File: config.mk
export PLATFORM = sky130hd
export DESIGN_NAME = mouse_packet_cursor_tracker
export DESIGN_NICKNAME = d
export VERILOG_FILES = /design/src/sv/mpct_pkg.sv /design/src/sv/mpct_axis.sv /design/src/sv/mouse_packet_cursor_tracker.sv
export SDC_FILE = /design/constraint.sdc
export NUM_CORES = 1
export LEC_CHECK = 0
export ABC_AREA = 1
export BUFFER_PORTS_ARGS = -buffer_cell sky130_fd_sc_hd__clkbuf_2
export CAP_MARGIN = 20
export CORE_ASPECT_RATIO = 1.1
export CORE_MARGIN = 8
export CORE_UTILIZATION = 46
export DETAILED_ROUTE_END_ITERATION = 10
export MAX_ROUTING_LAYER = met4
export PLACE_DENSITY = 0.67
export SYNTH_ARGS = -nofsm -noshare
export SYNTH_HDL_FRONTEND = slang
export SYNTH_SLANG_ARGS = --single-unit
File: constraint.sdc
create_clock -name clock -period 3.8 [get_ports clock]
set_input_delay 0.38 -clock clock [delete_from_list [all_inputs] [get_ports clock]]
set_output_delay 0.38 -clock clock [all_outputs]
set_load 0.02 [all_outputs]
File: src/sv/mpct_pkg.sv
// mpct_pkg: shared types and constants of the mouse packet cursor tracker
`default_nettype none
package mpct_pkg;

   // position of a beat inside a three-byte packet
   typedef enum logic [1:0] {
      POS_STATUS = 2'd0,
      POS_DX     = 2'd1,
      POS_DY     = 2'd2
   } byte_pos_type;

   // event codes
   typedef enum logic [2:0] {
      EV_MOVE  = 3'd0,
      EV_LDOWN = 3'd1,
      EV_LUP   = 3'd2,
      EV_LDBL  = 3'd3,
      EV_RDOWN = 3'd4,
      EV_RUP   = 3'd5,
      EV_RDBL  = 3'd6
   } event_kind_type;

   // register indexes on the csr port
   localparam logic [1:0] REG_X_LIMIT = 2'd0;
   localparam logic [1:0] REG_Y_LIMIT = 2'd1;
   localparam logic [1:0] REG_DBL_WIN = 2'd2;

   // reset values of the registers
   localparam logic [15:0] X_LIMIT_RESET = 16'd639;
   localparam logic [15:0] Y_LIMIT_RESET = 16'd479;
   localparam logic [15:0] DBL_WIN_RESET = 16'd3;

   // status byte bits
   localparam int STAT_LEFT  = 0;
   localparam int STAT_RIGHT = 1;
   localparam int STAT_XNEG  = 4;
   localparam int STAT_YNEG  = 5;

   // position update of one axis: increase saturates at the limit
   typedef struct packed {
      logic [15:0] pos;
      logic [15:0] limit;
      logic [7:0]  delta;
      logic        grow;
   } axis_req_type;

endpackage
`default_nettype wire

File: src/sv/mpct_axis.sv
// mpct_axis: one cursor axis update, saturating increase or floored decrease
`default_nettype none
module mpct_axis
   import mpct_pkg::*;
(
   input  axis_req_type req,
   output logic [15:0]  pos_next
);

   logic [16:0] sum;

   // wide sum so a high position never wraps
   assign sum = {1'b0, req.pos} + {9'd0, req.delta};

   // increase clamps to the limit, decrease floors at zero
   always_comb begin
      if (req.grow) begin
         pos_next = (sum >= {1'b0, req.limit}) ? req.limit : sum[15:0];
      end else begin
         pos_next = (req.pos >= {8'd0, req.delta}) ? (req.pos - {8'd0, req.delta}) : 16'd0;
      end
   end

endmodule
`default_nettype wire

File: src/sv/mouse_packet_cursor_tracker.sv
// mouse_packet_cursor_tracker: mouse packet decoder with absolute cursor and click events
//
// Usage: mouse bytes enter on the req_ channel (req_mouse_byte with req_tick_now),
// in packets of status, dx, dy. Every beat is absorbed in the cycle it is
// accepted; the dy beat loads one event (kind, cursor x, cursor y) into the
// rsp_ output register, visible the cycle after acceptance.
// Status and dx beats produce no result.
// Throughput is one beat per cycle while req_ready is high: all decoding is one pass of adds,
// compares and flag logic between the state registers and the output register.
// When the receiver stalls with a result held, req_ready stays high only if
// that result is taken in the same cycle; status and dx beats are still taken
// only under the same ready, so at most one result is ever in flight.
// The csr_ APB port holds x_limit (0x0), y_limit (0x4) and
// double_click_window (0x8); write them only while the block is idle.
// Synchronous reset clears the packet position to expect a status byte,
// homes the cursor to zero, disarms both buttons and restores register
// defaults. No clearing pass is needed.
`default_nettype none
module mouse_packet_cursor_tracker
   import mpct_pkg::*;
(
   input  wire logic        clock,
   input  wire logic        reset,
   // input channel
   input  wire logic        req_valid,
   output logic             req_ready,
   input  wire logic [7:0]  req_mouse_byte,
   input  wire logic [31:0] req_tick_now,
   // result channel
   output logic             rsp_valid,
   input  wire logic        rsp_ready,
   output logic [2:0]       rsp_event_kind,
   output logic [15:0]      rsp_cursor_x,
   output logic [15:0]      rsp_cursor_y,
   // csr port
   input  wire logic        csr_psel,
   input  wire logic        csr_penable,
   input  wire logic        csr_pwrite,
   input  wire logic [3:0]  csr_paddr,
   input  wire logic [31:0] csr_pwdata,
   output logic [31:0]      csr_prdata,
   output logic             csr_pready
);

   // registers
   logic [15:0]    x_limit_ff;
   logic [15:0]    y_limit_ff;
   logic [15:0]    dbl_win_ff;
   byte_pos_type   pos_ff, pos_in;
   logic [15:0]    pos_x_ff;
   logic [15:0]    pos_y_ff;
   logic           x_plus_ff;
   logic           y_plus_ff;
   logic [1:0]     buttons_now_ff;
   logic [1:0]     buttons_before_ff;
   logic [1:0]     armed_ff, armed_in;
   logic [31:0]    last_tick_ff, last_tick_in;
   logic           rsp_valid_ff;
   logic [2:0]     rsp_kind_ff;
   logic [15:0]    rsp_x_ff;
   logic [15:0]    rsp_y_ff;

   logic           req_fire;
   logic           csr_write;
   logic [1:0]     csr_index;
   axis_req_type   x_req, y_req;
   logic [15:0]    x_next, y_next;
   event_kind_type kind_in;
   logic [1:0]     changed;
   logic [31:0]    tick_gap;
   logic           in_window;

   // handshake: take a beat unless a result is held and not taken
   assign req_ready = !rsp_valid_ff || rsp_ready;
   assign req_fire  = req_valid && req_ready;
   assign rsp_valid = rsp_valid_ff;
   assign rsp_event_kind = rsp_kind_ff;
   assign rsp_cursor_x   = rsp_x_ff;
   assign rsp_cursor_y   = rsp_y_ff;

   // csr decode
   assign csr_pready = 1'b1;
   assign csr_index  = csr_paddr[3:2];
   assign csr_write  = csr_psel && csr_penable && csr_pwrite && csr_pready;

   always_comb begin
      unique case (csr_index)
         REG_X_LIMIT: csr_prdata = {16'd0, x_limit_ff};
         REG_Y_LIMIT: csr_prdata = {16'd0, y_limit_ff};
         REG_DBL_WIN: csr_prdata = {16'd0, dbl_win_ff};
         default:     csr_prdata = 32'd0;
      endcase
   end

   always_ff @(posedge clock) begin
      if (reset) begin
         x_limit_ff <= X_LIMIT_RESET;
         y_limit_ff <= Y_LIMIT_RESET;
         dbl_win_ff <= DBL_WIN_RESET;
      end else if (csr_write) begin
         unique case (csr_index)
            REG_X_LIMIT: x_limit_ff <= csr_pwdata[15:0];
            REG_Y_LIMIT: y_limit_ff <= csr_pwdata[15:0];
            REG_DBL_WIN: dbl_win_ff <= csr_pwdata[15:0];
            default: ;
         endcase
      end
   end

   // axis updates; a negative movement uses the complement of the byte
   always_comb begin
      x_req.pos   = pos_x_ff;
      x_req.limit = x_limit_ff;
      x_req.grow  = x_plus_ff;
      x_req.delta = x_plus_ff ? req_mouse_byte : ~req_mouse_byte;
      y_req.pos   = pos_y_ff;
      y_req.limit = y_limit_ff;
      y_req.grow  = !y_plus_ff;
      y_req.delta = y_plus_ff ? req_mouse_byte : ~req_mouse_byte;
   end

   mpct_axis u_axis_x (
      .req      (x_req),
      .pos_next (x_next)
   );

   mpct_axis u_axis_y (
      .req      (y_req),
      .pos_next (y_next)
   );

   // button events, left change wins over right change
   assign changed   = buttons_now_ff ^ buttons_before_ff;
   assign tick_gap  = req_tick_now - last_tick_ff;
   assign in_window = tick_gap <= {16'd0, dbl_win_ff};

   always_comb begin
      kind_in      = EV_MOVE;
      armed_in     = armed_ff;
      last_tick_in = last_tick_ff;
      priority if (changed[0]) begin
         if (buttons_before_ff[0]) begin
            kind_in = EV_LUP;
         end else if (armed_ff[0] && in_window) begin
            kind_in     = EV_LDBL;
            armed_in[0] = 1'b0;
         end else begin
            kind_in      = EV_LDOWN;
            armed_in[0]  = 1'b1;
            last_tick_in = req_tick_now;
         end
      end else if (changed[1]) begin
         if (buttons_before_ff[1]) begin
            kind_in = EV_RUP;
         end else if (armed_ff[1] && in_window) begin
            kind_in     = EV_RDBL;
            armed_in[1] = 1'b0;
         end else begin
            kind_in      = EV_RDOWN;
            armed_in[1]  = 1'b1;
            last_tick_in = req_tick_now;
         end
      end else begin
         kind_in = EV_MOVE;
      end
   end

   // packet position
   always_comb begin
      unique case (pos_ff)
         POS_STATUS: pos_in = POS_DX;
         POS_DX:     pos_in = POS_DY;
         POS_DY:     pos_in = POS_STATUS;
         default:    pos_in = POS_STATUS;
      endcase
   end

   // packet state
   always_ff @(posedge clock) begin
      if (reset) begin
         pos_ff            <= POS_STATUS;
         pos_x_ff          <= 16'd0;
         pos_y_ff          <= 16'd0;
         x_plus_ff         <= 1'b1;
         y_plus_ff         <= 1'b1;
         buttons_now_ff    <= 2'd0;
         buttons_before_ff <= 2'd0;
         armed_ff          <= 2'd0;
         last_tick_ff      <= 32'd0;
      end else if (req_fire) begin
         pos_ff <= pos_in;
         unique case (pos_ff)
            POS_STATUS: begin
               buttons_now_ff <= {req_mouse_byte[STAT_RIGHT], req_mouse_byte[STAT_LEFT]};
               x_plus_ff      <= !req_mouse_byte[STAT_XNEG];
               y_plus_ff      <= !req_mouse_byte[STAT_YNEG];
            end
            POS_DX: begin
               pos_x_ff <= x_next;
            end
            POS_DY: begin
               pos_y_ff          <= y_next;
               buttons_before_ff <= buttons_now_ff;
               armed_ff          <= armed_in;
               last_tick_ff      <= last_tick_in;
            end
            default: ;
         endcase
      end
   end

   // result register
   always_ff @(posedge clock) begin
      if (reset) begin
         rsp_valid_ff <= 1'b0;
      end else if (req_fire && pos_ff == POS_DY) begin
         rsp_valid_ff <= 1'b1;
      end else if (rsp_ready) begin
         rsp_valid_ff <= 1'b0;
      end
   end

   always_ff @(posedge clock) begin
      if (req_fire && pos_ff == POS_DY) begin
         rsp_kind_ff <= kind_in;
         rsp_x_ff    <= pos_x_ff;
         rsp_y_ff    <= y_next;
      end
   end

   // a new result only follows an accepted dy beat
   a_rsp_from_dy: assert property (@(posedge clock) disable iff (reset)
      $rose(rsp_valid_ff) |-> $past(req_fire && pos_ff == POS_DY))
      else $error("result appeared without a dy beat");

   // status and dx beats leave the result register alone
   a_no_rsp_mid_packet: assert property (@(posedge clock) disable iff (reset)
      (req_fire && pos_ff != POS_DY) |=> rsp_valid_ff == $past(rsp_valid_ff && !rsp_ready))
      else $error("result register changed on a mid-packet beat");

   // a double click disarms its button
   a_ldbl_disarms: assert property (@(posedge clock) disable iff (reset)
      (req_fire && pos_ff == POS_DY && kind_in == EV_LDBL) |=> !armed_ff[0])
      else $error("left double click left the button armed");

   a_rdbl_disarms: assert property (@(posedge clock) disable iff (reset)
      (req_fire && pos_ff == POS_DY && kind_in == EV_RDBL) |=> !armed_ff[1])
      else $error("right double click left the button armed");

endmodule
`default_nettype wire
==> flow_metrics.py <==
metrics = {
    "run_status": {
        "status": "finished with violations",
        "violations": "setup timing",
    },
    "placement": {
        "gp_congestion": 0.920,
        "dp_slack_ps": -485,
        "placed_area_mm2": 0.0150,
        "hpwl_um": 31900,
        "io_buffers": 117,
    },
    "worst_setup_path": {
        "endpoint_kind": "register",
        "cp_data_required_time_ps": 4140,
        "crit_chain": "buf_8 -> xor2_2 -> inv_2 -> ha_4 -> nand2_1 -> nor2_2 -> nand3_2 -> nand3_2 -> nand4_1 -> buf_4 -> nand2_1 -> inv_1 -> ha_1 -> nand2_2 -> nor2_1 -> a211oi_2 -> o211ai_1 -> nor2_4 -> buf_6 -> nand4_1 -> nand3_1 -> nand2_1 -> o21ai_1 -> inv_1",
        "cp.arrival_ps": 4200,
        "crit_path_max_incr_delay_ps": 450,
        "crit_path_top_delay_cell": "dfxtp_4",
        "crit_top_cell": "nand2_1",
        "worst-setup-path-type": "reg -> reg",
        "cp.buffers_inverters": 6,
        "critical_path_peak_fanout": 7,
        "cp-start-kind": "register",
        "timing.critical_path.max_delay_family": "simple AND/OR/NAND/NOR gates",
    },
    "floorplan": {
        "number_of_top_level_pins": 153,
        "die_area_mm2": 0.0349,
        "start_util": 0.468,
        "dieWidth_um": 179,
        "placement_rows": 65,
        "floorplan.core_area_mm2": 0.0287,
        "die_h_um": 195,
    },
    "pwr": {
        "power_density_mw_per_mm2": 327,
        "power_mw": 5.54,
        "p_leak_nw": 8.52,
        "power.ir.vdd_worst_uv": 326,
    },
    "logic_synthesis": {
        "synth_flop_cell": "dfxtp_1",
        "synth-edff-count": 35,
        "number_of_synthesized_register_bits": 158,
        "synthesis.instances": 2005,
        "yosys_warn_count": 0,
        "syn-mean-instance-area_um2": 6.70,
        "seq_area_frac_synth": 0.262,
        "netlist-cell-type-count": 52,
        "synth_area_mm2": 0.0134,
        "synth_async_sr_flop_share": 0,
    },
    "final_layout": {
        "mostFrequentLayoutCell": "nand2_1",
        "final_layout_size_suffix_gt1_frac": 0.253,
        "post-route-cell-area_mm2": 0.0170,
        "multi_input_comb_area_mm2": 0.00903,
        "finalNetCount": 2438,
        "seq_area_mm2": 0.00354,
        "layout_common_cells": "nand2_1 (449), inv_1 (375), buf_4 (135)",
        "areaGrowthSynthToFinish_pct": 26.4,
        "final_util": 0.591,
        "fillerInstances": 2721,
    },
    "cts": {
        "htree_num_levels": 4,
        "cts.clk_slew.worst_paths_ps": 80,
        "cts_root_buffer": "clkbuf_16",
        "clock_latency_ps": 450,
        "clkSinkCount": 158,
        "cts_tree": "built",
        "cts_buffers": 17,
        "max-clock-path-buffers": 2,
        "ctsHoldBuffers": 0,
    },
    "global_route": {
        "grt_first_pass_wirelength_um": 65800,
        "antenna_found_initial": 1,
        "grt_use_total": 0.240,
        "gr-total-overflow": 0,
        "via_count_of_the_first_global_routing_pass": 13200,
        "maximum_number_of_pins_on_one_net_before_global_route_repair": 37,
    },
    "timing": {
        "setup_repair_after_global_routing_missed_its_margin": "yes",
        "clock_skew_ps": 11.2,
        "final-hold-violation-count": 0,
        "post-route-period-util": 1.02,
        "maxClockFrequency_mhz": 259,
        "fin_hold_ws_ps": 204,
        "max_slew.worst_pin.slew_ps": 794,
        "final.min_clock_period_ps": 3860,
        "finalWorstSetupSlack_ps": -58.8,
        "worst_rel_slew_slack": 0.469,
        "finalSetupViolations": 26,
        "slew_viol_final": 0,
    },
    "detailed_routing": {
        "detailedRoute.firstPassIterationCount": 5,
        "vias_post_dr": 13400,
        "vias_per_cell": 5.13,
        "post_detailed_route_count_of_antenna_violating_nets": 0,
        "drt_drc_violations_left": 0,
        "route.detailed.wl_per_inst_um": 16.0,
        "wirelength_um": 41900,
        "drt_first_iter_violations": 841,
    },
    "worst_hold_path": {
        "hold_path.class": "in -> reg",
    },
    "flow_run": {
        "max-cap-violations": 0,
    },
}
==> cell families (layout without fill, tap and decap cells) <==
logic type	count (synthesis)	after routing	share of synthesized area
other	2	18	0.000559
AO/OA/AOI/OAI	342	342	0.149
flip-flops	158	158	0.262
XOR/XNOR	66	66	0.0430
buffers and inverters	473	699	0.146
AND/OR/NAND/NOR	844	846	0.284
adder cells (fa/ha/maj)	120	120	0.115
==> flip-flops by register name, indices dropped and copies added, names as in the netlist <==
signal and flops:
y_plus_ff 1, rsp_event_kind 3, pos_x_ff 16, y_limit_ff 16, last_tick_ff 32, x_plus_ff 1, buttons_now_ff 2, buttons_before_ff 2
armed_ff 2, dbl_win_ff 16, pos_y_ff 16, rsp_cursor_y 16, rsp_cursor_x 16, rsp_valid 1, pos_ff 2, x_limit_ff 16
==> worst register-to-register path, cell delays in order (launching register included) <==
cell,delay (ps)
dfxtp_4,450
buf_8,170
xor2_2,170
inv_2,60
ha_4,280
nand2_1,80
nor2_2,190
nand3_2,110
nand3_2,100
nand4_1,130
buf_4,170
nand2_1,80
inv_1,50
ha_1,280
nand2_2,80
nor2_1,60
a211oi_2,160
o211ai_1,170
nor2_4,300
buf_6,190
nand4_1,90
nand3_1,100
nand2_1,90
o21ai_1,120
inv_1,50
==> cell usage after synthesis (all sizes together) (6+ instances only) <==
master	number	share of area
dfxtp	123	0.18
o211ai	35	0.020
inv	391	0.11
o221ai	15	0.0098
nand3	120	0.059
o21bai	7	0.0039
nand2	491	0.14
ha	115	0.11
nor2	148	0.044
xor2	58	0.038
clkbuf	34	0.0095
nor4	7	0.0037
nor3	25	0.010
nand3b	6	0.0036
a21oi	166	0.068
buf	44	0.026
o21ai	100	0.037
edfxtp	35	0.078
nand4	39	0.018
xnor2	8	0.0052
==> what timing repair did <==
item                                    4_1_cts  5_1_grt
pin swaps                                    27       80
hold endpoints to repair                      0        0
gates resized for setup                      63      169
endpoints found under the setup margin       49       83
gates cloned                                  3        2
buffers inserted                              9       17
==> power by group <==
group          switching [mW]  total [mW]  internal (mW)
logic                    1.19        2.01          0.828
registers              0.0481        1.82           1.77
clock network           0.815        1.71          0.894
==> stage by stage <==
stage          setup TNS, ps  cells
2_1_floorplan              0   2020
3_3_place_gp          -10880   2553
3_5_place_dp          -17920   2553
4_1_cts                -2.15   2597
5_1_grt                -8780   2617
6_report                -769   2617
==> worst paths after layout <==
| path | from | end | slack, ps | cells past startpoint |
|---|---|---|---|---|
| worst min-delay path | csr_pwdata[9] | x_limit_ff[9] | 200 | 3 |
| worst max-delay path | y_plus_ff | pos_y_ff[4] | -60 | 24 |
| worst min register to register | last_tick_ff[4] | last_tick_ff[4] | 460 | 2 |
| worst max register to register | y_plus_ff | pos_y_ff[4] | -60 | 24 |
==> cell type report <==
| class | instances | share of cell area |
|---|---|---|
| multi-input combinational | 1391 | 0.532 |
| antenna | 1 | 0.000147 |
| sequential | 158 | 0.208 |
| clock buffer | 20 | 0.0270 |
| timing repair buffer | 272 | 0.112 |
| tap | 368 | 0.0271 |
| inverter | 395 | 0.0874 |
| clock inverter | 12 | 0.00575 |
==> layer usage <==
metal	up-vias	track usage	part of all wire	wire, um
li1	6820	-	-	-
met1	6153	0.287	0.43	17900
met2	377	0.396	0.49	20600
met3	85	0.0351	0.049	2070
met4	0	0.0996	0.034	1430
met5	-	-	0	0
Power figures use the tool's default switching activity.
